## config.mk

```make
export PLATFORM = sky130hd
export DESIGN_NAME = c2p_out
export DESIGN_NICKNAME = d
export VERILOG_FILES = /design/src/hdl/c2p_pkg.sv /design/src/hdl/c2p_out.sv
export SDC_FILE = /design/constraint.sdc
export NUM_CORES = 1
export LEC_CHECK = 0
export BUFFER_PORTS_ARGS = -buffer_cell sky130_fd_sc_hd__buf_2
export CAP_MARGIN = 20
export CORE_UTILIZATION = 49
export CTS_CLUSTER_SIZE = 30
export DETAILED_ROUTE_END_ITERATION = 16
export HOLD_SLACK_MARGIN = 0.06
export PLACE_DENSITY = 0.92
export SLEW_MARGIN = 20
export SYNTH_ARGS = -nofsm -noshare
export SYNTH_HDL_FRONTEND = slang
export SYNTH_SLANG_ARGS = --single-unit
```

## constraint.sdc

```tcl
create_clock -name clk -period 7.7 [get_ports clk]
set_input_delay 0.77 -clock clk [delete_from_list [all_inputs] [get_ports clk]]
set_output_delay 0.77 -clock clk [all_outputs]
set_load 0.03 [all_outputs]
```

## src/hdl/c2p_pkg.sv

```systemverilog
// c2p_pkg: shared widths, constants, the CORDIC datapath type and the arctangent table
// for the cartesian-to-polar converter. No dependencies.
`default_nettype none
package c2p_pkg;

	localparam int DEF_SAMPLE_WIDTH = 16;
	localparam int DEF_ITERATIONS   = 16;

	localparam int XW      = 64;
	localparam int ZW      = 32;
	localparam int MAG_W   = 16;
	localparam int ANGLE_W = 16;
	localparam int FIX_W   = 60;
	localparam int ZFRAC   = 15;

	localparam logic signed [ZW-1:0] HALF_TURN    = 32'sd1073741824;
	localparam logic signed [ZW-1:0] QUARTER_TURN = 32'sd536870912;
	localparam logic [ANGLE_W-1:0]   ANGLE_MAX    = 16'd32768;

	typedef struct packed {
		logic signed [XW-1:0] x;
		logic signed [XW-1:0] y;
		logic signed [ZW-1:0] z;
	} cordic_t;

	// atan(2^-i) in units of pi/2^30
	function automatic logic signed [ZW-1:0] atan_units(input int idx);
		logic signed [ZW-1:0] t;
		case (idx)
			0:  t = 32'sd268435456;
			1:  t = 32'sd158466703;
			2:  t = 32'sd83729454;
			3:  t = 32'sd42502378;
			4:  t = 32'sd21333666;
			5:  t = 32'sd10677233;
			6:  t = 32'sd5339919;
			7:  t = 32'sd2670123;
			8:  t = 32'sd1335082;
			9:  t = 32'sd667543;
			10: t = 32'sd333772;
			11: t = 32'sd166886;
			12: t = 32'sd83443;
			13: t = 32'sd41722;
			14: t = 32'sd20861;
			15: t = 32'sd10430;
			16: t = 32'sd5215;
			17: t = 32'sd2608;
			18: t = 32'sd1304;
			19: t = 32'sd652;
			20: t = 32'sd326;
			21: t = 32'sd163;
			22: t = 32'sd81;
			23: t = 32'sd41;
			24: t = 32'sd20;
			25: t = 32'sd10;
			26: t = 32'sd5;
			27: t = 32'sd3;
			28: t = 32'sd1;
			29: t = 32'sd1;
			default: t = '0;
		endcase
		return t;
	endfunction

endpackage
`default_nettype wire

```

## src/hdl/c2p_out.sv

```systemverilog
// c2p_out: final rounding, clamp and saturation stage, followed by the output
// register and a one-entry skid buffer that frees the pipeline. Depends on c2p_pkg.
`default_nettype none
module c2p_out
	import c2p_pkg::*;
#(
	parameter int SAMPLE_WIDTH = DEF_SAMPLE_WIDTH
) (
	input  wire                        clk,
	input  wire                        arst_n,
	input  wire                        v_in,
	input  wire  [2*SAMPLE_WIDTH-1:0]  rem_in,
	input  wire  [2*SAMPLE_WIDTH-1:0]  root_in,
	input  wire cordic_t               c_in,
	input  wire                        out_stall,
	output logic                       pipe_en,
	output logic                       out_valid,
	output logic [MAG_W-1:0]           magnitude,
	output logic [ANGLE_W-1:0]         angle
);

	localparam int SW = SAMPLE_WIDTH;
	localparam int MW = (SAMPLE_WIDTH + 1 > MAG_W + 1) ? SAMPLE_WIDTH + 1 : MAG_W + 1;

	logic [MW-1:0]      mag_full;
	logic [ZW-2:0]      z_clamp;
	logic [ZW-2:0]      z_round;
	logic [MAG_W-1:0]   mag_d;
	logic [ANGLE_W-1:0] ang_d;

	logic               v_s1;
	logic [MAG_W-1:0]   mag_s1;
	logic [ANGLE_W-1:0] ang_s1;

	logic               out_v_q, skid_v_q;
	logic [MAG_W-1:0]   out_mag_q, skid_mag_q;
	logic [ANGLE_W-1:0] out_ang_q, skid_ang_q;
	logic               out_take;

	always_comb begin
		mag_full = MW'(root_in[SW-1:0]) + MW'(rem_in > root_in);
		mag_d    = (mag_full > MW'({MAG_W{1'b1}})) ? {MAG_W{1'b1}} : mag_full[MAG_W-1:0];
		if (c_in.z[ZW-1]) begin
			z_clamp = '0;
		end else if (c_in.z > HALF_TURN) begin
			z_clamp = HALF_TURN[ZW-2:0];
		end else begin
			z_clamp = c_in.z[ZW-2:0];
		end
		z_round = z_clamp + ((ZW-1)'(1) << (ZFRAC - 1));
		ang_d   = z_round[ZFRAC+ANGLE_W-1:ZFRAC];
	end

	assign pipe_en  = !skid_v_q;
	assign out_take = !out_v_q || !out_stall;

	always_ff @(posedge clk or negedge arst_n) begin
		if (!arst_n) begin
			v_s1 <= 1'b0;
		end else if (pipe_en) begin
			v_s1 <= v_in;
		end
	end

	always_ff @(posedge clk) begin
		if (pipe_en) begin
			mag_s1 <= mag_d;
			ang_s1 <= ang_d;
		end
	end

	always_ff @(posedge clk or negedge arst_n) begin
		if (!arst_n) begin
			out_v_q  <= 1'b0;
			skid_v_q <= 1'b0;
		end else if (out_take) begin
			if (skid_v_q) begin
				out_v_q  <= 1'b1;
				skid_v_q <= 1'b0;
			end else begin
				out_v_q <= v_s1;
			end
		end else if (!skid_v_q && v_s1) begin
			skid_v_q <= 1'b1;
		end
	end

	always_ff @(posedge clk) begin
		if (out_take) begin
			out_mag_q <= skid_v_q ? skid_mag_q : mag_s1;
			out_ang_q <= skid_v_q ? skid_ang_q : ang_s1;
		end
		if (!out_take && !skid_v_q) begin
			skid_mag_q <= mag_s1;
			skid_ang_q <= ang_s1;
		end
	end

	assign out_valid = out_v_q;
	assign magnitude = out_mag_q;
	assign angle     = out_ang_q;

endmodule
`default_nettype wire

```

Word level (Yosys, flattened, before mapping)

Index checks and enable logic that the tools add are counted.

$lt $le $gt $ge: 3
Add/subtract/negate cells: 2
Reduce and logical (&&, ||, !) cells: 8
Multiplexer cells: 7

Operators with widths:

| kind                                                                              | count |
|---|---|
| 31-bit 2-to-1 mux                                                                 | 2 |
| 32-bit greater-than comparator                                                    | 1 |
| 32-bit greater-than comparator, second input constant                             | 1 |
| 16-bit 2-to-1 mux                                                                 | 2 |
| 31-bit by 15-bit adder with 31-bit output, second input constant                  | 1 |
| 16-bit by 1-bit adder with 17-bit output                                          | 1 |
| 17-bit by 16-bit greater-than comparator with 1-bit output, second input constant | 1 |
| 1-bit logical NOT                                                                 | 4 |
| 1-bit 2-to-1 mux                                                                  | 3 |
| 1-bit logical AND                                                                 | 2 |
| 2-bit nonzero test                                                                | 1 |
| 1-bit logical OR                                                                  | 1 |

Register bits after elaboration: 99
Input bits: 228

Depth between registers and ports, before layout

Depth after elaboration: 4
Gate-level depth with buffers: 14

Least setup slack after synthesis

No wires, ideal clock.

Path kind: input-to-reg
Start: in out_stall
End: reg skid_ang_q[0] (enable)
Cell stages on the path: 2
Library setup time: 0.421 ns
Data required time: 7.279 ns
Setup slack: 4.296 ns
Arrival: 2.984 ns
Cells stage by stage: nand2_1 -> nor2_1

Longest elaborated chain between the ends: 4

RTL lines:

| element                | RTL line      | RTL |
|---|---|---|
| start: declaration     | c2p_out.sv:15 | `input wire out_stall,` |
| 1-bit logical NOT      | c2p_out.sv:55 | `assign out_take = !out_v_q \|\| !out_stall;` |
| 1-bit logical OR       | c2p_out.sv:55 |  |
| 1-bit logical NOT      | c2p_out.sv:93 | `if (!out_take && !skid_v_q) begin` |
| 1-bit logical AND      | c2p_out.sv:93 |  |
| end signal: assignment | c2p_out.sv:95 | `skid_ang_q <= ang_s1;` |
| end: declaration       | c2p_out.sv:37 | `logic [ANGLE_W-1:0] out_ang_q, skid_ang_q;` |

Every way passes these cells.
A chain may end at the register's enable or synchronous reset.

Worst setup path in the final report

Start: in root_in[15]
End: reg mag_s1[10] (data pin)

Longest elaborated chain between the ends: 3

RTL lines:

| element                                                    | RTL line      | RTL |
|---|---|---|
| start: declaration                                         | c2p_out.sv:13 | `input wire [2*SAMPLE_WIDTH-1:0] root_in,` |
| 32-bit greater-than comparator                             | c2p_out.sv:41 | `mag_full = MW'(root_in[SW-1:0]) + MW'(rem_in > root_in);` |
| 16-bit by 1-bit adder with 17-bit output *                 | c2p_out.sv:41 |  |
| 17-bit by 16-bit greater-than comparator with 1-bit output | c2p_out.sv:42 | `mag_d = (mag_full > MW'({MAG_W{1'b1}})) ? {MAG_W{1'b1}} : mag_full[MAG_W-1:0];` |
| end signal: assignment                                     | c2p_out.sv:67 | `mag_s1 <= mag_d;` |
| end: declaration                                           | c2p_out.sv:32 | `logic [MAG_W-1:0] mag_s1;` |

Mark *: on every way between the ends. The rest lies on a longest branch, timed or not.

==> out/summary.txt <==
DR iter-0 viols -> 133
Lkg Pwr -> 2.62 nW
Port bufs -> 133
Slowest CP cell -> nand3_1
Type of the most critical hold path -> in2async
Share of layout cells above drive strength 1 -> 0.368
Vias -> 3441
RSZ-0062 raised after global routing -> no
CTS tree -> yes
Syn Area/Cell -> 13.1 um^2
Max-slew violations -> 0
Status -> finished clean
Delay-heaviest family, CP -> simple AND/OR/NAND/NOR gates
Sw Ratio -> 0.269
Max_slew headroom -> 0.493
Critical path's largest stage delay -> 0.34 ns
Die ar. -> 10600 um^2
Setup crit start kind -> input port
Most common cell after layout, fill and taps aside -> buf_2
DIE WIDTH -> 103 um
Tcrit/Tclk final -> 0.436
Area delta synth->final -> 20.7%
Clock Sinks -> 99
Combinational Power Share -> 0.207
First-pass GRT wire length -> 15500 um
Ports -> 262
Total CTS buffers -> 9
Top Metal Used -> met4
Initial Utilization -> 0.508
Total Wirelength -> 10100 um
Most frequent cells in the layout -> 133 x buf_2, 96 x edfxtp_1, 36 x inv_1, 35 x ha_1, 33 x mux2_2
Placed instance area -> 5830 um^2
Yosys reg bits -> 99
Number of max-cap violations -> 0
Library cells used by synthesis -> 45
Crit path top cell by count -> ha_1
Syn Inst Count -> 380
CP Buf/Inv Count -> 2
Nets@finish -> 785
Post-cts sizing count -> 0
Clock skew -> 0.0114 ns
CTS Hold Bufs -> 0
Crit end category -> flip-flop
Layout Utilization -> 0.614
Critical Path AT -> 3.55 ns
Worst slew pin tran -> 0.760 ns
Seq/Total Area, Yosys -> 0.592
YS warnings -> 0
EDFF count, synth -> 96
Hold Slack -> 0.202 ns
Mapped Nets -> 643
Met2 wire length -> 4970 um
Peak VDD IR -> 103 uV
Sequential power share -> 0.546
Final count of hold timing violations -> 0
Placed wire-length estimate -> 7890 um
Final min period -> 3.36 ns
Post-route ant nets -> 0
R2r endpoint -> skid_ang_q[13]
Site Rows -> 36
Fillers -> 777
Sequential cell area -> 2960 um^2
PD cells -> 219 nW/um^2
Ys flop type -> edfxtp_1
Synthesized area -> 4990 um^2
Overflow after GRT -> 0
Max FO, Critical Path -> 13
Die Span Y -> 103 um
Vias per inst -> 5.21
Antenna Cells -> 0
Cell area after layout -> 6030 um^2
Switching power -> 355 uW
DRC viols -> 0
Asr flop ratio synth -> 0.0303
R2R Setup Slk -> 5.67 ns
Htree depth -> 3
Sum Neg Setup Slack -> 0 ns
Data required time at the worst endpoint -> 7.90 ns
TritonRoute pass-1 iters -> 4
Cells on worst reg2reg path -> 3
Reg2reg start -> skid_v_q
Clk root buf -> clkbuf_8
Clock slew at reported path FFs -> 0.08 ns
Met3 WL -> 601 um
Power Internal -> 962 uW
Core area -> 9820 um^2
Largest net degree at the start of global routing -> 37
Via count of the first global-routing pass -> 3298
Kind of critical path -> in2reg
Antenna violations before repair -> 0
Gr usage total -> 0.197
Clock power frac -> 0.246
FMAX -> 298 MHz
Setup Buffers After CTS -> 0
CTS Buffer Depth -> 2
Routed len/inst -> 15.3 um
Finish-stage setup viols -> 0
Sequence of cells on the critical path -> buf_2 -> inv_1 -> ha_1 -> and3_1 -> nand4_1 -> a211oi_1 -> o31ai_1 -> a32oi_1 -> ha_1 -> ha_1 -> nand3_2 -> nor2_2 -> nand3_1 -> nand2_1
Clock Latency Late Sink -> 0.35 ns
Met1 Wirelength -> 4340 um
RePlAce Congestion -> 0.938
Multi-input gate area -> 1870 um^2
==> layer usage <==
layer,vias up,global-route usage
met5,-,0
met4,0,0.0856
met3,14,0.0434
met2,158,0.319
met1,1590,0.257
li1,1679,-
==> final cells by class <==
| class | count | area share |
|---|---|---|
| Sequential cell | 99 | 0.491 |
| Clock buffer | 14 | 0.0270 |
| Tap cell | 133 | 0.0276 |
| Multi-Input combinational cell | 239 | 0.311 |
| Timing Repair Buffer | 137 | 0.115 |
| Inverter | 36 | 0.0224 |
| Clock inverter | 2 | 0.00581 |
==> kinds of logic (layout without fill, tap and decap cells) <==
logic type | after synthesis | count (layout) | synth area share
flops | 99 | 99 | 0.592
buf+inv | 42 | 189 | 0.0328
compound gates | 31 | 31 | 0.0388
simple gates | 114 | 114 | 0.127
xor+xnor | 24 | 24 | 0.0421
fa+ha+maj | 35 | 35 | 0.0877
mux | 35 | 35 | 0.0794
==> how the worst max path moves through the flow <==
stage / depth (start not counted) / slack (ns) / endpoint / start
final: 14 / 4.34 / mag_s1[10] / root_in[15]
after global routing: 14 / 4.09 / mag_s1[5] / root_in[15]
after detailed placement: 14 / 3.96 / mag_s1[11] / root_in[14]
after CTS: 14 / 4.35 / mag_s1[11] / root_in[14]
after floorplan: 2 / 4.30 / skid_ang_q[0] / out_stall
after global placement: 14 / 4.04 / mag_s1[5] / root_in[14]
==> through the flow <==
step | std cells | worst slack [ns] | power [mW]
floorplan | 380 | 4.30 | 0.901
global placement | 644 | 4.04 | 0.990
detailed placement | 644 | 3.96 | 1.01
CTS | 660 | 4.35 | 1.33
global route | 660 | 4.09 | 1.38
finish | 660 | 4.34 | 1.32
==> synth_stat cells (all sizes together) (8+ instances only) <==
cell,number,area (um^2)
xnor2,16,140
ha,35,438
mux2,34,387
inv,36,135
xor2,8,70.1
nand2,27,101
nor2,30,115
edfxtp,96,2880
nand3,15,80.1
a21oi,12,60.1
nor4,9,71.3
==> state kept, by name (all words and copies together) (netlist names) <==
signal      flops
skid_mag_q     16
angle          16
mag_s1         16
ang_s1         16
out_valid       1
skid_ang_q     16
skid_v_q        1
magnitude      16
v_s1            1
==> power groups by stage <==
stage | Combinational, mW | Clock (mW) | Sequential, mW
4_1_cts | 0.274 | 0.333 | 0.721
5_1_grt | 0.298 | 0.356 | 0.728
6_report | 0.273 | 0.325 | 0.720
3_3_place_gp | 0.264 | 0 | 0.727
3_5_place_dp | 0.272 | 0 | 0.733
2_1_floorplan | 0.111 | 0 | 0.790
Power figures use the tool's default switching activity.
