$ cat src/hdl/c2p_pkg.sv
// c2p_pkg: shared widths, constants, the CORDIC datapath type and the arctangent table
// for the cartesian-to-polar converter. No dependencies.
`default_nettype none
package c2p_pkg;

	localparam int DEF_SAMPLE_WIDTH = 16;
	localparam int DEF_ITERATIONS   = 16;

	localparam int XW      = 64;
	localparam int ZW      = 32;
	localparam int MAG_W   = 16;
	localparam int ANGLE_W = 16;
	localparam int FIX_W   = 60;
	localparam int ZFRAC   = 15;

	localparam logic signed [ZW-1:0] HALF_TURN    = 32'sd1073741824;
	localparam logic signed [ZW-1:0] QUARTER_TURN = 32'sd536870912;
	localparam logic [ANGLE_W-1:0]   ANGLE_MAX    = 16'd32768;

	typedef struct packed {
		logic signed [XW-1:0] x;
		logic signed [XW-1:0] y;
		logic signed [ZW-1:0] z;
	} cordic_t;

	// atan(2^-i) in units of pi/2^30
	function automatic logic signed [ZW-1:0] atan_units(input int idx);
		logic signed [ZW-1:0] t;
		case (idx)
			0:  t = 32'sd268435456;
			1:  t = 32'sd158466703;
			2:  t = 32'sd83729454;
			3:  t = 32'sd42502378;
			4:  t = 32'sd21333666;
			5:  t = 32'sd10677233;
			6:  t = 32'sd5339919;
			7:  t = 32'sd2670123;
			8:  t = 32'sd1335082;
			9:  t = 32'sd667543;
			10: t = 32'sd333772;
			11: t = 32'sd166886;
			12: t = 32'sd83443;
			13: t = 32'sd41722;
			14: t = 32'sd20861;
			15: t = 32'sd10430;
			16: t = 32'sd5215;
			17: t = 32'sd2608;
			18: t = 32'sd1304;
			19: t = 32'sd652;
			20: t = 32'sd326;
			21: t = 32'sd163;
			22: t = 32'sd81;
			23: t = 32'sd41;
			24: t = 32'sd20;
			25: t = 32'sd10;
			26: t = 32'sd5;
			27: t = 32'sd3;
			28: t = 32'sd1;
			29: t = 32'sd1;
			default: t = '0;
		endcase
		return t;
	endfunction

endpackage
`default_nettype wire

$ cat src/hdl/c2p_front.sv
// c2p_front: first three pipeline stages: absolute values, squares and sum for the
// root, and the CORDIC start vector. Depends on c2p_pkg.
`default_nettype none
module c2p_front
	import c2p_pkg::*;
#(
	parameter int SAMPLE_WIDTH = DEF_SAMPLE_WIDTH
) (
	input  wire                           clk,
	input  wire                           arst_n,
	input  wire                           en,
	input  wire                           in_v,
	input  wire signed [SAMPLE_WIDTH-1:0] re,
	input  wire signed [SAMPLE_WIDTH-1:0] im,
	output logic                          v_s3,
	output logic [2*SAMPLE_WIDTH-1:0]     sum_s3,
	output cordic_t                       cord_s3
);

	localparam int SW    = SAMPLE_WIDTH;
	localparam int GUARD = FIX_W - SAMPLE_WIDTH;

	logic              v_s1, v_s2;
	logic [SW-1:0]     are_s1, aim_s1;
	logic              neg_s1;
	logic [2*SW-1:0]   sqre_s2, sqim_s2;
	cordic_t           cord_s2;
	logic [XW-1:0]     are_x, aim_x;
	cordic_t           cord_init;

	always_comb begin
		are_x = XW'(are_s1) << GUARD;
		aim_x = XW'(aim_s1) << GUARD;
		if (!neg_s1) begin
			cord_init.x = $signed(are_x);
			cord_init.y = $signed(aim_x);
			cord_init.z = '0;
		end else begin
			// pre-rotate by -pi/2
			cord_init.x = $signed(aim_x);
			cord_init.y = $signed(are_x);
			cord_init.z = QUARTER_TURN;
		end
	end

	always_ff @(posedge clk or negedge arst_n) begin
		if (!arst_n) begin
			v_s1 <= 1'b0;
			v_s2 <= 1'b0;
			v_s3 <= 1'b0;
		end else if (en) begin
			v_s1 <= in_v;
			v_s2 <= v_s1;
			v_s3 <= v_s2;
		end
	end

	always_ff @(posedge clk) begin
		if (en) begin
			are_s1  <= re[SW-1] ? (~re + 1'b1) : re;
			aim_s1  <= im[SW-1] ? (~im + 1'b1) : im;
			neg_s1  <= re[SW-1];
			sqre_s2 <= (2*SW)'(are_s1) * (2*SW)'(are_s1);
			sqim_s2 <= (2*SW)'(aim_s1) * (2*SW)'(aim_s1);
			cord_s2 <= cord_init;
			sum_s3  <= sqre_s2 + sqim_s2;
			cord_s3 <= cord_s2;
		end
	end

endmodule
`default_nettype wire

$ cat config.mk
export PLATFORM = sky130hd
export DESIGN_NAME = c2p_front
export DESIGN_NICKNAME = d
export VERILOG_FILES = /design/src/hdl/c2p_pkg.sv /design/src/hdl/c2p_front.sv
export SDC_FILE = /design/constraint.sdc
export NUM_CORES = 1
export LEC_CHECK = 0
export BUFFER_PORTS_ARGS = -buffer_cell sky130_fd_sc_hd__clkbuf_2
export CORE_ASPECT_RATIO = 1.25
export CORE_UTILIZATION = 55
export CTS_BUF_LIST = sky130_fd_sc_hd__clkbuf_4 sky130_fd_sc_hd__clkbuf_8 sky130_fd_sc_hd__clkbuf_16
export CTS_CLUSTER_SIZE = 16
export DETAILED_ROUTE_END_ITERATION = 6
export MAX_ROUTING_LAYER = met4
export PLACE_DENSITY = 0.78
export SLEW_MARGIN = 20
export SYNTH_ARGS = -nofsm -noshare
export SYNTH_HDL_FRONTEND = slang
export SYNTH_SLANG_ARGS = --single-unit
$ cat constraint.sdc
create_clock -name clk -period 6.26 [get_ports clk]
set_clock_uncertainty 0.2 [all_clocks]
set_input_delay 0.626 -clock clk [delete_from_list [all_inputs] [get_ports clk]]
set_output_delay 0.626 -clock clk [all_outputs]
set_load 0.05 [all_outputs]
## Word-level counts from Yosys, hierarchy flattened

Cells that the tools add are included.

| cells by class | value |
|---|---|
| add/sub/neg operators | 3 |
| $mul | 2 |
| div/mod/pow operators | 0 |
| order comparisons | 0 |
| equal/unequal tests | 0 |
| shift operators | 0 |
| multiplexer cells | 3 |
| bitwise logic cells | 2 |
| reductions and logical operators | 0 |

Operator list:

| cell | number |
|---|---|
| 156-bit two-way mux | 1 |
| 16-bit by 16-bit multiplier with 32-bit output | 2 |
| 16-bit by 1-bit adder with 16-bit output, second input constant | 2 |
| 32-bit adder | 1 |
| 16-bit NOT | 2 |
| 15-bit two-way mux | 2 |

| word-level totals | value |
|---|---|
| bits in registers | 452 |
| latch bits | 0 |
| RAM bits | 0 |
| ROM bits | 0 |
| bits of input ports | 36 |
| output and inout port bits | 193 |
| logic and storage cells | 27 |
| memories | 0 |

## Longest topological paths before layout

| depth | value |
|---|---|
| depth after elaboration | 3 |
| depth in mapped cells | 24 |
| mapped depth without buffers | 23 |

## Least setup slack after synthesis

OpenSTA, ideal clock, no wires.

| timing path | value |
|---|---|
| path kind | reg2reg |
| start | reg aim_s1[1] |
| end | reg sqim_s2[30], data pin |
| library setup time | 262 ps |
| arrival | 5832 ps |
| required time | 5798 ps |
| slack | -34 ps |
| cell stages (with the launch flop) | 25 |
| buffers on the path | 2 |
| clock period less this slack | 6294 ps |
| cells stage by stage | edfxtp_1 clkbuf_1 clkbuf_1 and2_1 fa_1 inv_1 fa_1 inv_1 fa_1 inv_1 fa_1 inv_1 fa_1 inv_1 fa_1 inv_1 ha_1 and3_1 a221oi_1 o21a_2 o22a_1 nor2_1 or3_1 nand4_1 a31oi_1 |

| between the ends | value |
|---|---|
| word-level cells in the longest chain between the ends | 1 |

RTL lines:

| item | line | RTL |
|---|---|---|
| start, declared | c2p_front.sv:24 | `logic [SW-1:0] are_s1, aim_s1;` |
| start signal, assigned | c2p_front.sv:61 | `aim_s1 <= im[SW-1] ? (~im + 1'b1) : im;` |
| 16-bit by 16-bit multiplier with 32-bit output | c2p_front.sv:64 | `sqim_s2 <= (2*SW)'(aim_s1) * (2*SW)'(aim_s1);` |
| end signal, assigned | c2p_front.sv:64 |  |
| end, declared | c2p_front.sv:26 | `logic [2*SW-1:0] sqre_s2, sqim_s2;` |

Every way passes these cells.
A chain may end at the register's enable or synchronous reset.

## Final worst setup path

| timing path | value |
|---|---|
| start | reg are_s1[12] |
| end | reg sqre_s2[31], data pin |

| between the ends | value |
|---|---|
| word-level cells in the longest chain between the ends | 1 |

RTL lines:

| item | line | RTL |
|---|---|---|
| start, declared | c2p_front.sv:24 |  |
| start signal, assigned | c2p_front.sv:60 | `are_s1 <= re[SW-1] ? (~re + 1'b1) : re;` |
| 16-bit by 16-bit multiplier with 32-bit output | c2p_front.sv:63 | `sqre_s2 <= (2*SW)'(are_s1) * (2*SW)'(are_s1);` |
| end signal, assigned | c2p_front.sv:63 |  |
| end, declared | c2p_front.sv:26 |  |

Every way passes these cells.

==> metrics.txt <==
# TYPE chip_impl_metric gauge
chip_impl_info{name="outcome",value="finished clean"} 1
chip_impl_metric{name="port-buffer-count",unit=""} 101
chip_impl_metric{name="drive_above_1_share",unit="%"} 15.7
chip_impl_metric{name="fmax",unit="MHz"} 163
chip_impl_metric{name="final.min_clock_period",unit="ns"} 6.14
chip_impl_info{name="synth.most_common_cell",value="sky130_fd_sc_hd__inv_1"} 1
chip_impl_metric{name="max_slew_margin",unit="%"} 27.2
chip_impl_info{name="clock-root-buffer",value="sky130_fd_sc_hd__clkbuf_16"} 1
chip_impl_metric{name="detail-route-antenna-nets",unit=""} 0
chip_impl_info{name="setup.worst_path.start_class",value="flip-flop"} 1
chip_impl_info{name="tritoncts_clock_tree",value="yes"} 1
chip_impl_info{name="combinational_family_with_the_most_area_after_synthesis",value="adder cells"} 1
chip_impl_metric{name="setup-violations-final",unit=""} 0
chip_impl_info{name="crit_start",value="are_s1[12]"} 1
chip_impl_metric{name="min_period_over_period",unit="%"} 98.1
chip_impl_metric{name="fp.coreArea",unit="mm^2"} 0.0432
chip_impl_metric{name="synth-compound-area-share",unit="%"} 8.13
chip_impl_metric{name="dr.pass1.iters",unit=""} 5
chip_impl_metric{name="synth-simple-area-share",unit="%"} 9.81
chip_impl_metric{name="rows",unit=""} 85
chip_impl_metric{name="synth_mux_area_share",unit="%"} 1.03
chip_impl_metric{name="async_set_or_reset_register_ratio_after_synthesis",unit="%"} 1.53
chip_impl_metric{name="yosysWarningCount",unit=""} 0
chip_impl_metric{name="wire_length_of_the_first_global_routing_pass",unit="um"} 85500
chip_impl_info{name="grt_setup_unrepaired",value="true"} 1
chip_impl_metric{name="synth_top_cell_area_share",unit="%"} 26.9
chip_impl_info{name="holdCritStartpoint",value="re[0]"} 1
chip_impl_metric{name="floorplan.die_area",unit="mm^2"} 0.0448
chip_impl_metric{name="drtIter0Drc",unit=""} 1097
chip_impl_metric{name="synthToLayoutAreaGrowth",unit="%"} 11.1
chip_impl_info{name="synth_commonest_cells",value="sky130_fd_sc_hd__inv_1, sky130_fd_sc_hd__fa_1, sky130_fd_sc_hd__ha_1"} 1
chip_impl_metric{name="nFillCells",unit=""} 3316
chip_impl_metric{name="finalHoldViolations",unit=""} 0
chip_impl_metric{name="synthCells",unit=""} 2395
chip_impl_metric{name="tightest_slew",unit="ns"} 1.09
chip_impl_info{name="rr_startpoint",value="are_s1[12]"} 1
chip_impl_metric{name="critical_path.max_fanout",unit=""} 5
chip_impl_metric{name="start_util",unit="%"} 55.9
chip_impl_metric{name="grt_remaining_overflow",unit=""} 0
chip_impl_metric{name="finalInstanceArea",unit="mm^2"} 0.0268
chip_impl_metric{name="detail_route.wl_per_cell",unit="um"} 16.9
chip_impl_metric{name="grt_usage",unit="%"} 25.2
chip_impl_metric{name="cts_sinks",unit=""} 196
chip_impl_metric{name="first_global_vias",unit=""} 17500
chip_impl_metric{name="crit_required",unit="ns"} 6.27
chip_impl_metric{name="clock_latency",unit="ns"} 0.46
chip_impl_info{name="timing.hold.worst.class",value="input pin to flip-flop"} 1
chip_impl_metric{name="antenna_found_initial",unit=""} 0
chip_impl_metric{name="htree_num_levels",unit=""} 4
chip_impl_metric{name="via_density_per_instance",unit=""} 5.27
chip_impl_metric{name="numCtsBuffers",unit=""} 17
chip_impl_metric{name="path_clk_slew",unit="ns"} 0.08
chip_impl_metric{name="gp_routability_congestion",unit=""} 0.929
chip_impl_metric{name="nNetsFinal",unit=""} 3192
chip_impl_metric{name="synth-adder-area-share",unit="%"} 38.9
chip_impl_metric{name="placed_wire_length_estimate_after_detailed_placement",unit="um"} 44200
chip_impl_metric{name="postSynthAreaPerCell",unit="um^2"} 10.1
chip_impl_info{name="synthTopCellsByArea",value="sky130_fd_sc_hd__fa_1, sky130_fd_sc_hd__edfxtp_1, sky130_fd_sc_hd__ha_1"} 1
chip_impl_metric{name="die_w",unit="um"} 189
chip_impl_metric{name="placement.cell_area",unit="mm^2"} 0.0255
chip_impl_metric{name="die_height",unit="um"} 236
chip_impl_metric{name="clockBufferDepth",unit=""} 2
chip_impl_metric{name="via_count",unit=""} 16800
chip_impl_metric{name="synth-edff-count",unit=""} 193
chip_impl_info{name="critPathCaptureType",value="flip-flop"} 1
chip_impl_metric{name="number_of_slew_limit_violations_in_the_final_report",unit=""} 0
chip_impl_info{name="yosys.area.top_type",value="sky130_fd_sc_hd__fa_1"} 1
chip_impl_metric{name="postRouteWirelength",unit="um"} 53800
chip_impl_metric{name="synth_seq_area_share",unit="%"} 24.3
chip_impl_metric{name="ys_ff_latch",unit=""} 196
chip_impl_info{name="synthFlopType",value="sky130_fd_sc_hd__edfxtp_1"} 1
chip_impl_metric{name="drv.max_cap_violation_count",unit=""} 0
chip_impl_metric{name="synth_area",unit="mm^2"} 0.0241
chip_impl_metric{name="worst_ep_arrival_time",unit="ns"} 6.15
chip_impl_metric{name="remaining_drc_errors",unit=""} 0
chip_impl_metric{name="pin_count_of_the_biggest_net_entering_global_routing",unit=""} 88
chip_impl_metric{name="antenna_fix_cells",unit=""} 0
chip_impl_metric{name="synth.lib_cells_used.distinct",unit=""} 84
chip_impl_metric{name="synth_xor_area_share",unit="%"} 4.53
chip_impl_info{name="worstSetupPathType",value="flip-flop to flip-flop"} 1
chip_impl_metric{name="design.portCount",unit=""} 229
cell usage in the layout, fill, tap and decap left out, types with 14 or more instances in the layout:
| master | n |
|---|---|
| sky130_fd_sc_hd__nand2_1 | 210 |
| sky130_fd_sc_hd__and2_1 | 77 |
| sky130_fd_sc_hd__inv_1 | 514 |
| sky130_fd_sc_hd__buf_6 | 14 |
| sky130_fd_sc_hd__clkbuf_2 | 100 |
| sky130_fd_sc_hd__xor2_1 | 35 |
| sky130_fd_sc_hd__clkbuf_16 | 17 |
| sky130_fd_sc_hd__nor2b_1 | 17 |
| sky130_fd_sc_hd__xnor2_1 | 87 |
| sky130_fd_sc_hd__a21oi_2 | 14 |
| sky130_fd_sc_hd__nand4_1 | 16 |
| sky130_fd_sc_hd__conb_1 | 127 |
| sky130_fd_sc_hd__ha_1 | 219 |
| sky130_fd_sc_hd__o21ai_0 | 50 |
| sky130_fd_sc_hd__mux2_2 | 22 |
| sky130_fd_sc_hd__a21oi_1 | 69 |
| sky130_fd_sc_hd__nor2_1 | 71 |
| sky130_fd_sc_hd__a21o_1 | 57 |
| sky130_fd_sc_hd__buf_4 | 136 |
| sky130_fd_sc_hd__nand3_1 | 16 |
| sky130_fd_sc_hd__fa_1 | 318 |
| sky130_fd_sc_hd__edfxtp_1 | 193 |
flip-flops by register name, indices dropped and copies added (netlist names):
register / flops
neg_s1: 1
sum_s3: 32
v_s3: 1
v_s1: 1
sqre_s2: 31
sqim_s2: 31
cord_s2: 33
cord_s3: 33
v_s2: 1
are_s1: 16
aim_s1: 16
metal layers:
layer / up-vias / global-route usage [%] / wire (um)
met1: 8174 / 29.8 / 21200
met4: 0 / 12.7 / 2730
met5: - / - / 0
met3: 158 / 3.41 / 3290
met2: 675 / 42.1 / 26500
li1: 7745 / - / -
final cells by class:
type / instances / area (um^2) / share of cell area, %
well taps: 565 / 707 / 2.63
multi-input cells: 1612 / 15900 / 59.2
repair buffers: 258 / 1820 / 6.78
clock inverters: 15 / 203 / 0.755
clock buffers: 17 / 425 / 1.59
flip-flops and latches: 196 / 5870 / 21.9
inverters: 514 / 1930 / 7.19
cells by family (layout without fill, tap and decap cells):
kind of cell | Yosys count | after routing
mux | 22 | 22
flops | 196 | 196
xor+xnor | 125 | 125
other cells | 1 | 127
buf+inv | 713 | 804
fa+ha+maj | 557 | 557
compound gates | 293 | 293
simple gates | 488 | 488
worst max-delay path: stages, from the launching register on:
cell and delay, ns:
sky130_fd_sc_hd__edfxtp_1 0.46, sky130_fd_sc_hd__buf_4 0.18, sky130_fd_sc_hd__buf_4 0.13, sky130_fd_sc_hd__nand2_1 0.09
sky130_fd_sc_hd__fa_1 0.47, sky130_fd_sc_hd__fa_1 0.55, sky130_fd_sc_hd__inv_1 0.05, sky130_fd_sc_hd__fa_1 0.41
sky130_fd_sc_hd__fa_1 0.49, sky130_fd_sc_hd__fa_1 0.55, sky130_fd_sc_hd__inv_1 0.05, sky130_fd_sc_hd__fa_1 0.48
sky130_fd_sc_hd__inv_1 0.05, sky130_fd_sc_hd__ha_1 0.29, sky130_fd_sc_hd__a21o_1 0.22, sky130_fd_sc_hd__a221oi_2 0.30
sky130_fd_sc_hd__a2bb2oi_1 0.18, sky130_fd_sc_hd__o21ai_1 0.11, sky130_fd_sc_hd__a31oi_4 0.19, sky130_fd_sc_hd__o21ai_2 0.10
sky130_fd_sc_hd__a221oi_2 0.25, sky130_fd_sc_hd__xnor2_1 0.10
path summary, 6_finish.rpt:
kind	end	slack, ns	cells after the start
max in group asynchronous	v_s1	5.44	2
worst max register to register	sqre_s2[31]	0.12	21
worst min-delay path	are_s1[0]	0.16	1
min in group asynchronous	v_s3	0.31	2
worst max-delay path	sqre_s2[31]	0.12	21
worst min register to register	cord_s3[81]	0.23	0
per-stage QoR:
stage               setup TNS (ns)  cells  util [%]  setup slack (ns)  hold slack, ns
floorplan                -0.000499   2521         -         -0.000499           0.130
finish                           0   3177      62.1             0.118           0.162
global placement                 0   3109      59.1            0.0859           0.201
detailed placement         -0.0178   3109      59.1           -0.0178           0.206
global route                -0.232   3177      62.1           -0.0677           0.160
CTS                        -0.0131   3143      60.6           -0.0131           0.146
timing repair:
action	in CTS	in global routing
endpoints found under the setup margin	2	25
gates resized for setup	1	92
pin swaps	1	29
buffers inserted	1	34
endpoints found under the hold margin	3	0
hold buffers	1	0
Power is not shown: default switching activity piles up to over one toggle a cycle in this logic, so the estimate is an artifact.
