**src/hdl/c2p_pkg.sv**
```systemverilog
// c2p_pkg: shared widths, constants, the CORDIC datapath type and the arctangent table
// for the cartesian-to-polar converter. No dependencies.
`default_nettype none
package c2p_pkg;

	localparam int DEF_SAMPLE_WIDTH = 16;
	localparam int DEF_ITERATIONS   = 16;

	localparam int XW      = 64;
	localparam int ZW      = 32;
	localparam int MAG_W   = 16;
	localparam int ANGLE_W = 16;
	localparam int FIX_W   = 60;
	localparam int ZFRAC   = 15;

	localparam logic signed [ZW-1:0] HALF_TURN    = 32'sd1073741824;
	localparam logic signed [ZW-1:0] QUARTER_TURN = 32'sd536870912;
	localparam logic [ANGLE_W-1:0]   ANGLE_MAX    = 16'd32768;

	typedef struct packed {
		logic signed [XW-1:0] x;
		logic signed [XW-1:0] y;
		logic signed [ZW-1:0] z;
	} cordic_t;

	// atan(2^-i) in units of pi/2^30
	function automatic logic signed [ZW-1:0] atan_units(input int idx);
		logic signed [ZW-1:0] t;
		case (idx)
			0:  t = 32'sd268435456;
			1:  t = 32'sd158466703;
			2:  t = 32'sd83729454;
			3:  t = 32'sd42502378;
			4:  t = 32'sd21333666;
			5:  t = 32'sd10677233;
			6:  t = 32'sd5339919;
			7:  t = 32'sd2670123;
			8:  t = 32'sd1335082;
			9:  t = 32'sd667543;
			10: t = 32'sd333772;
			11: t = 32'sd166886;
			12: t = 32'sd83443;
			13: t = 32'sd41722;
			14: t = 32'sd20861;
			15: t = 32'sd10430;
			16: t = 32'sd5215;
			17: t = 32'sd2608;
			18: t = 32'sd1304;
			19: t = 32'sd652;
			20: t = 32'sd326;
			21: t = 32'sd163;
			22: t = 32'sd81;
			23: t = 32'sd41;
			24: t = 32'sd20;
			25: t = 32'sd10;
			26: t = 32'sd5;
			27: t = 32'sd3;
			28: t = 32'sd1;
			29: t = 32'sd1;
			default: t = '0;
		endcase
		return t;
	endfunction

endpackage
`default_nettype wire

```
**src/hdl/c2p_iter_stage.sv**
```systemverilog
// c2p_iter_stage: one pipeline stage holding one square-root digit step and one
// CORDIC vectoring iteration. Depends on c2p_pkg.
`default_nettype none
module c2p_iter_stage
	import c2p_pkg::*;
#(
	parameter int SAMPLE_WIDTH = DEF_SAMPLE_WIDTH,
	parameter int ITERATIONS   = DEF_ITERATIONS,
	parameter int IDX          = 0
) (
	input  wire                         clk,
	input  wire                         arst_n,
	input  wire                         en,
	input  wire                         v_in,
	input  wire  [2*SAMPLE_WIDTH-1:0]   rem_in,
	input  wire  [2*SAMPLE_WIDTH-1:0]   root_in,
	input  wire cordic_t                c_in,
	output logic                        v_s1,
	output logic [2*SAMPLE_WIDTH-1:0]   rem_s1,
	output logic [2*SAMPLE_WIDTH-1:0]   root_s1,
	output cordic_t                     c_s1
);

	localparam int SQW = 2 * SAMPLE_WIDTH;

	always_ff @(posedge clk or negedge arst_n) begin
		if (!arst_n) begin
			v_s1 <= 1'b0;
		end else if (en) begin
			v_s1 <= v_in;
		end
	end

	generate
		if (IDX < SAMPLE_WIDTH) begin : g_sqrt
			localparam logic [SQW-1:0] BIT = SQW'(1) << (SQW - 2 - 2 * IDX);
			logic [SQW-1:0] trial;
			assign trial = root_in + BIT;
			always_ff @(posedge clk) begin
				if (en) begin
					if (rem_in >= trial) begin
						rem_s1  <= rem_in - trial;
						root_s1 <= (root_in >> 1) + BIT;
					end else begin
						rem_s1  <= rem_in;
						root_s1 <= root_in >> 1;
					end
				end
			end
		end else begin : g_sqrt_hold
			always_ff @(posedge clk) begin
				if (en) begin
					rem_s1  <= rem_in;
					root_s1 <= root_in;
				end
			end
		end

		if (IDX < ITERATIONS) begin : g_cordic
			localparam logic signed [ZW-1:0] T = atan_units(IDX);
			logic signed [XW-1:0] dx, dy;
			logic                 y_pos;
			assign dx    = c_in.y >>> IDX;
			assign dy    = c_in.x >>> IDX;
			assign y_pos = !c_in.y[XW-1] && (c_in.y != '0);
			always_ff @(posedge clk) begin
				if (en) begin
					if (y_pos) begin
						c_s1.x <= c_in.x + dx;
						c_s1.y <= c_in.y - dy;
						c_s1.z <= c_in.z + T;
					end else begin
						c_s1.x <= c_in.x - dx;
						c_s1.y <= c_in.y + dy;
						c_s1.z <= c_in.z - T;
					end
				end
			end
		end else begin : g_cordic_hold
			always_ff @(posedge clk) begin
				if (en) begin
					c_s1 <= c_in;
				end
			end
		end
	endgenerate

endmodule
`default_nettype wire

```
**config.mk**
```make
export PLATFORM = sky130hd
export DESIGN_NAME = c2p_iter_stage
export DESIGN_NICKNAME = d
export VERILOG_FILES = /design/src/hdl/c2p_pkg.sv /design/src/hdl/c2p_iter_stage.sv
export SDC_FILE = /design/constraint.sdc
export NUM_CORES = 1
export LEC_CHECK = 0
export BUFFER_PORTS_ARGS = -buffer_cell sky130_fd_sc_hd__buf_2
export CORE_ASPECT_RATIO = 0.8
export CORE_MARGIN = 3
export CORE_UTILIZATION = 57
export DETAILED_ROUTE_END_ITERATION = 6
export PLACE_DENSITY = 0.87
export SYNTH_ARGS = -nofsm -noshare
export SYNTH_HDL_FRONTEND = slang
export SYNTH_SLANG_ARGS = --single-unit
```
**constraint.sdc**
```tcl
create_clock -name clk -period 1 [get_ports clk]
set_input_delay 0.05 -clock clk [delete_from_list [all_inputs] [get_ports clk]]
set_output_delay 0.05 -clock clk [all_outputs]
set_load 0.01 [all_outputs]
```
==> results_dict.tcl, run 1 <==
set metrics [dict create \
    postCtsSetupBuffers 153 \
    place_hpwl_mm 95.8 \
    netlist_top_cells_area "edfxtp_1, ha_1, a21oi_1" \
    stop_stage "clock tree synthesis" \
    placed_cell_area_mm2 0.0328 \
    cts.repair.resized 685 \
    synthDistinctLibCells 89 \
    yosys_warnings 0 \
    synth_seq_area_share 0.314 \
    async_flop_share 0.00446 \
    ios 453 \
    syn_nets 2961 \
    place_congestion 1.28 \
    synth_edf_count 223 \
    synthCells 2504 \
    rows 62 \
    dieWidth_um 223 \
    netlist_area_mm2 0.0214 \
    die_y_um 179 \
    cts_hold_buf 99 \
    portBuffers 452 \
    error "[ERROR DPL-0038] Utilization greater than 100%, impossible to legalize" \
    clock-sinks 224 \
    initial_core_util 0.586 \
    synth_top_area_share 0.313 \
    status "did not finish" \
    synth_seq_cells 224 \
    clockBufferDepth 3 \
    root_buffer "clkbuf_16" \
    cts_made_buffers 25 \
    syn_avg_cell_area_um2 8.54 \
    synth-main-ff-cell "edfxtp_1" \
    yosysTopAreaCell "edfxtp_1" \
    htree_num_levels 1 \
]
-- synthesized netlist by cell type (18+ instances only) --
master,count
a211oi_1,24
a21boi_0,18
a21o_1,52
a21oi_1,318
and3_1,18
clkbuf_1,72
edfxtp_1,223
ha_1,224
inv_1,228
mux2_2,26
mux2i_1,32
nand2_1,145
nand3_1,35
nand4_1,52
nor2_1,191
nor2b_1,35
nor3_1,56
nor4_1,40
o211ai_1,20
o21a_1,21
o21ai_0,188
o21bai_1,70
o31ai_1,33
xnor2_1,136
xor2_1,21
-- stage by stage --
stage / hold slack (ns) / TNS (ns) / util / cells / setup slack [ns]
floorplan: -0.246 / -209.12 / - / 2504 / -1.79
global placement: -0.175 / -319.12 / 0.899 / 4322 / -2.26
detailed placement: -0.173 / -340.69 / 0.899 / 4322 / -2.45
-- cell families after synthesis --
family	synth area share
xor+xnor	0.0643
fa+ha+maj	0.136
flops	0.314
simple gates	0.143
mux	0.0315
compound gates	0.251
buf+inv	0.0599
==> run 2, diff against run 1 <==
Settings changed: CORE_ASPECT_RATIO 0.8 to default, CORE_UTILIZATION 57 to 40, PLACE_DENSITY 0.87 to default, PLACE_DENSITY_LB_ADDON from default to 0.15.
==> results_dict.tcl, run 2 <==
set metrics [dict create \
    status "complete, but fails checks" \
    violations "hold timing, setup timing" \
    drtAntennaViolNets 0 \
    synthTopCellsByCount "a21oi_1, inv_1, ha_1, edfxtp_1, nor2_1" \
    place_congestion 1.06 \
    clock-sinks 224 \
    ir_drop_mv 1.15 \
    final_cell_mix "buf_4, buf_2, edfxtp_1" \
    synth_seq_cells 224 \
    hp-class "input pin to flop" \
    track_usage 0.406 \
    syn_avg_cell_area_um2 8.54 \
    routedWlPerCell_um 24.9 \
    switchingPower_mw 18.6 \
    power.share.clock 0.218 \
    r2r_start "v_s1$_DFFE_PN0P_" \
    startpoint_type "input pin" \
    rsz0062_at_grt "yes" \
    area_delta_synth_final_pct 92.0 \
    netlist_area_mm2 0.0214 \
    crit_fanout 4 \
    r2r_cells 2 \
    reg2reg_slack_ns 0.10 \
    met2_usage 0.671 \
    synth-compound-area-share 0.251 \
    portBuffers 452 \
    drt_pass1_iterations 6 \
    muxShareOfSynthArea 0.0315 \
    power.share.sequential 0.260 \
    largest_register_ffs 159 \
    clk_latency_ns 0.61 \
    synthSimpleGateAreaFrac 0.143 \
    yosys_warnings 0 \
    grt_use_met3 0.0787 \
    wirelength_mm 123 \
    cpMaxStageDelayCell "a2111o_1" \
    finClkSkew_ns 0 \
    criticalPathCategory "input pin to flop" \
    synthCells 2504 \
    synth.most_common_cell "a21oi_1" \
    crit_buf_inv 2 \
    grt_pass1_wl_mm 175 \
    nNetsFinal 4695 \
    yosysTopAreaCell "edfxtp_1" \
    fin_crit_ns 2.59 \
    synth_top_family_by_area "compound AO/OA/AOI/OAI gates" \
    grt-ovfl-total 0 \
    synthAdderAreaFrac 0.136 \
    post_route_cells_drive_above_1_share 0.556 \
    p_leak_nw 18.6 \
    die_y_um 237 \
    synth-xor-area-share 0.0643 \
    dieWidth_um 237 \
    tightest_slew_ns 0.750 \
    synth_edf_count 223 \
    max_freq_ghz 0.386 \
    synth_top_area_share 0.313 \
    busiest_layer "met2" \
    path_clk_slew_ns 0.06 \
    min_from "c_in[97]" \
    tns_ns -249.92 \
    rows 84 \
    min_to "c_s1[33]$_DFFE_PP_" \
    p_comb_frac 0.522 \
    clockBufferDepth 3 \
    grt_max_degree 59 \
    ios 453 \
    synth-main-ff-cell "edfxtp_1" \
    first_iter_violations 2578 \
    end_kind "flop" \
    largestRegisters "c_s1: 159 flops, rem_s1: 32 flops, root_s1: 32 flops" \
    setup_viol 388 \
    pre_cts_ws_ns -2.50 \
    place_hpwl_mm 90.8 \
    cp_top_family "compound AO/OA/AOI/OAI gates" \
    internal-power_mw 30.4 \
    critical_path.cell_chain "buf_6, inv_4, ha_4, a2111o_1, o2111ai_2, a21oi_2, o31a_1, a211o_2, a2111o_1, a31oi_2, xnor2_1, mux2_4" \
    finalWorstSetupSlack_ns -1.59 \
    synthDistinctLibCells 89 \
    p_sw_frac 0.379 \
    antenna_found_initial 5 \
    async_flop_share 0.00446 \
    hold_violations 1 \
    cts_tree "built" \
    max_stage_delay_ns 0.48 \
    top_register "c_s1" \
    syn_nets 2961 \
    period_share 2.59 \
    grt_pass1_vias 28600 \
    cp.arrival_ns 2.95 \
    dieArea_mm2 0.0563 \
    netlist_top_cells_area "edfxtp_1, ha_1, a21oi_1" \
    r2r_end "v_s1$_DFFE_PN0P_" \
    power_mw 49.0 \
    num_vias 28700 \
    slew_violations 0 \
    viasPerCell 5.79 \
    cts_made_buffers 29 \
    root_buffer "clkbuf_16" \
    required_ns 1.36 \
    synth_seq_area_share 0.314 \
    drc 0 \
    htree_num_levels 1 \
    min_delay_path_depth 3 \
    met1_usage 0.507 \
    crit_top_cell "a2111o_1" \
    core_area_mm2 0.0528 \
    drv_cap 0 \
    final_common_cell "buf_4" \
    p_per_area_mw_per_mm2 1190 \
    slew_headroom 0.494 \
    whs_ns -0.00670 \
    initial_core_util 0.405 \
]
==> run 2: cell counts after synthesis <==
Identical to the previous run, type by type.
==> run 2: how the worst max path moves through the flow <==
stage | start | to | depth (start not counted)
after floorplan | root_in[15] | rem_s1[31]$_DFFE_PP_ | 12
after global placement | c_in[32] | c_s1[142]$_DFFE_PP_ | 15
after detailed placement | c_in[32] | c_s1[142]$_DFFE_PP_ | 15
after CTS | c_in[32] | c_s1[154]$_DFFE_PP_ | 15
after global routing | root_in[6] | rem_s1[31]$_DFFE_PP_ | 12
final | root_in[6] | rem_s1[31]$_DFFE_PP_ | 12
==> run 2: power groups by stage <==
stage / Combinational, mW / Sequential [mW] / Clock (mW)
after floorplan: 8.61 / 13.4 / 0
after global placement: 19.7 / 12.8 / 0
after detailed placement: 19.9 / 12.8 / 0
after CTS: 23.0 / 12.7 / 10.6
after global routing: 26.7 / 12.8 / 11.2
final: 25.6 / 12.7 / 10.7
==> run 2: repair_timing <==
action | 4_1_cts | 5_1_grt
gates cloned | 16 | 1
pin swaps | 214 | 214
buffers inserted | 117 | 97
resized for setup | 539 | 338
endpoints found under the hold margin | 133 | 0
hold buffers | 100 | 0
endpoints found under the setup margin | 388 | 388
==> run 2: cell families after synthesis <==
group / count (synthesis)
mux: 63
buf+inv: 332
compound gates: 865
flops: 224
simple gates: 634
fa+ha+maj: 229
xor+xnor: 157
==> run 2: layer usage <==
layer	share of wire	up-vias
met4	0.065	6
met5	0.00034	-
met2	0.46	1747
met3	0.090	464
met1	0.39	13800
li1	-	12600
==> run 2: worst register-to-register path, stage by stage, from the launching register on <==
cell	delay, ns
dfrtp_1	0.39
buf_4	0.14
mux2_2	0.26
==> run 2: stage by stage <==
step / cell area [µm²] / util / hold WS (ns) / instances
floorplan: 23200 / - / -0.246 / 2504
global placement: 33700 / 0.638 / -0.175 / 4611
detailed placement: 33700 / 0.638 / -0.174 / 4611
CTS: 39100 / 0.742 / -0.0121 / 4889
global route: 41000 / 0.778 / 0.0100 / 4951
finish: 41000 / 0.778 / -0.00670 / 4952
==> run 2: area by class of cell <==
cell class,count,area [µm²]
multi-input cells,1948,17500
diodes,3,7.51
inverters,236,1010
clock inverters,20,178
repair buffers,1798,14000
flip-flops and latches,224,6720
repair inverters,1,16.3
fillers,3435,11700
clock buffers,34,744
well taps,688,861
Note: power is estimated with default switching activity, not from simulation.
==> run 3, diff against run 2 <==
Settings changed: ABC_AREA from default to 1, CAP_MARGIN from default to 30.
==> results_dict.tcl, run 3 <==
set metrics [dict create \
    status "complete, but fails checks" \
    violations "setup timing" \
    nFillCells 5303 \
    drc 0 \
    final_cell_mix "nand2_1, buf_4, inv_1" \
    nNetsFinal 6286 \
    synth_seq_cells 224 \
    yosysTopAreaCell "edfxtp_1" \
    synthTopCellsByCount "nand2_1, inv_1, nor2_1, nand3_1, a21oi_1" \
    netlist_top_cells_area "edfxtp_1, nand2_1, inv_1" \
    end_kind "flop" \
    async_flop_share 0.00446 \
    drt_pass1_iterations 7 \
    place_congestion 1.03 \
    p_leak_nw 24.1 \
    grt_pass1_wl_mm 192 \
    cp.arrival_ns 2.13 \
    register_area_mm2 0.00672 \
    die_y_um 265 \
    dp_cells 6386 \
    criticalPathCategory "input pin to flop" \
    hp-class "input pin to flop" \
    grt-ovfl-total 0 \
    slew_violations 0 \
    route.met2.wl_mm 65.1 \
    rows 94 \
    synth_edf_count 223 \
    syn_nets 4868 \
    grt_max_degree 51 \
    cts_made_buffers 27 \
    htree_num_levels 1 \
    drt-met1-wl_mm 56.8 \
    fin_crit_ns 1.72 \
    slew_headroom 0.648 \
    finClkSkew_ns 0 \
    synth_seq_area_share 0.251 \
    multiInputGateArea_mm2 0.0230 \
    netlist_area_mm2 0.0268 \
    tns_ns -128.15 \
    period_share 1.72 \
    crit_path_start "c_in[73]" \
    grt_pass1_vias 32000 \
    routedWlPerCell_um 21.3 \
    viasPerCell 5.27 \
    required_ns 1.42 \
    clk_latency_ns 0.58 \
    first_iter_violations 3297 \
    syn_avg_cell_area_um2 6.07 \
    core_area_mm2 0.0660 \
    synthCells 4411 \
    wirelength_mm 143 \
    root_buffer "clkbuf_16" \
    num_vias 35400 \
    track_usage 0.362 \
    initial_core_util 0.406 \
    crit_fanout 6 \
    ir_drop_mv 1.24 \
    place_hpwl_mm 111 \
    antenna_found_initial 4 \
    post-route-util 0.720 \
    drv_cap 0 \
    r2r_end "v_s1$_DFFE_PN0P_" \
    dieArea_mm2 0.0701 \
    dr_wl_met3_mm 12.3 \
    largest_register_ffs 159 \
    synth_top_area_share 0.250 \
    synthDistinctLibCells 43 \
    synth.most_common_cell "nand2_1" \
    yosys_warnings 0 \
    r2r_cells 1 \
    final_common_cell "nand2_1" \
    clock-sinks 224 \
    startpoint_type "input pin" \
    path_clk_slew_ns 0.07 \
    clockBufferDepth 3 \
    highest_layer "met5" \
    post_route_cells_drive_above_1_share 0.480 \
    max_freq_ghz 0.583 \
    drtAntennaViolNets 0 \
    crit_end "c_s1[31]$_DFFE_PP_" \
    hold_violations 0 \
    finalWorstSetupSlack_ns -0.716 \
    p_per_area_mw_per_mm2 1080 \
    largestRegisters "c_s1: 159 flops, rem_s1: 32 flops, root_s1: 32 flops" \
    area_delta_synth_final_pct 77.4 \
    dieWidth_um 265 \
    r2r_start "v_s1$_DFFE_PN0P_" \
    rsz0062_at_grt "yes" \
    top_register "c_s1" \
    layout.cells.non_filler 6715 \
    ios 453 \
    cts_tree "built" \
    synth-main-ff-cell "edfxtp_1" \
    reg2reg_slack_ns 0.25 \
    tightest_slew_ns 0.524 \
    portBuffers 452 \
    setup_viol 388 \
]
[run 3: cell types whose count changed after synthesis, moves of 33 or more]
cell	before	now
o21bai_1	70	33
nor2b_1	35	0
nand2_1	145	1567
nor2_1	191	358
nand3_1	35	344
xnor2_1	136	17
o31ai_1	33	0
inv_1	228	876
clkbuf_1	72	10
buf_4	2	45
a21o_1	52	9
a21oi_1	318	231
xor2_1	21	75
[run 3: layout make-up]
type	instances	area share
well taps	864	0.0228
repair buffers	1484	0.257
clock inverters	17	0.00406
clock buffers	32	0.0153
flip-flops and latches	224	0.142
multi-input cells	3213	0.484
inverters	879	0.0757
diodes	2	0.000105
[run 3: worst min-delay path by stage]
stage,cells past startpoint,from,end,slack [ns]
floorplan,0,arst_n,v_s1$_DFFE_PN0P_,-0.25
global placement,1,arst_n,v_s1$_DFFE_PN0P_,-0.18
detailed placement,1,arst_n,v_s1$_DFFE_PN0P_,-0.17
CTS,1,root_in[1],root_s1[0]$_DFFE_PP_,-0.31
global route,3,root_in[1],rem_s1[1]$_DFFE_PP_,0.04
finish,4,c_in[30],c_s1[30]$_DFFE_PP_,0.02
[run 3: cells by family after synthesis]
family / Yosys count / share of synthesized area
and+or+nand+nor: 2399 / 0.365
buffers and inverters: 974 / 0.146
AOI/OAI and AO/OA: 492 / 0.0991
adders and majority gates: 229 / 0.108
DFF: 224 / 0.251
xor gates and xnor gates: 92 / 0.0301
muxes: 1 / 0.000421
[run 3: report_power, final]
group          switching (mW)  leakage [nW]  internal, mW
registers               0.511          2.19          11.9
logic                    16.4          21.5          11.8
clock network            4.81         0.449          6.01
[run 3: through the flow]
step | worst slack [ns] | total power, mW | hold slack (ns) | area [µm²]
floorplan | -0.909 | 24.3 | -0.246 | 30100
global placement | -1.66 | 34.7 | -0.175 | 38500
detailed placement | -1.71 | 34.7 | -0.174 | 38500
CTS | -0.675 | 46.5 | -0.306 | 41700
global route | -0.811 | 53.4 | 0.0426 | 47500
finish | -0.716 | 51.5 | 0.0205 | 47500
[run 3: timing repair]
| item | in CTS | in global routing |
|---|---|---|
| buffers inserted | 24 | 125 |
| setup endpoints to repair | 388 | 402 |
| pin swaps | 41 | 391 |
| hold buffers | 97 | 1 |
| cloned | 5 | 33 |
| resized for setup | 258 | 1059 |
| endpoints found under the hold margin | 110 | 1 |
[run 3: critical path: stages]
cell and delay, ns:
buf_6 0.10, nor4_2 0.42, nand3_1 0.20, nor2_4 0.21, buf_12 0.14, nand2_8 0.06, nand2_8 0.10, ha_4 0.22
a21oi_2 0.14, nand2_2 0.08, xnor2_2 0.13, xnor2_1 0.26
[run 3: per-layer routing]
layer / vias up / global-route usage
met5: - / 0
li1: 16600 / -
met2: 1809 / 0.604
met4: 4 / 0.143
met1: 16500 / 0.478
met3: 411 / 0.0463
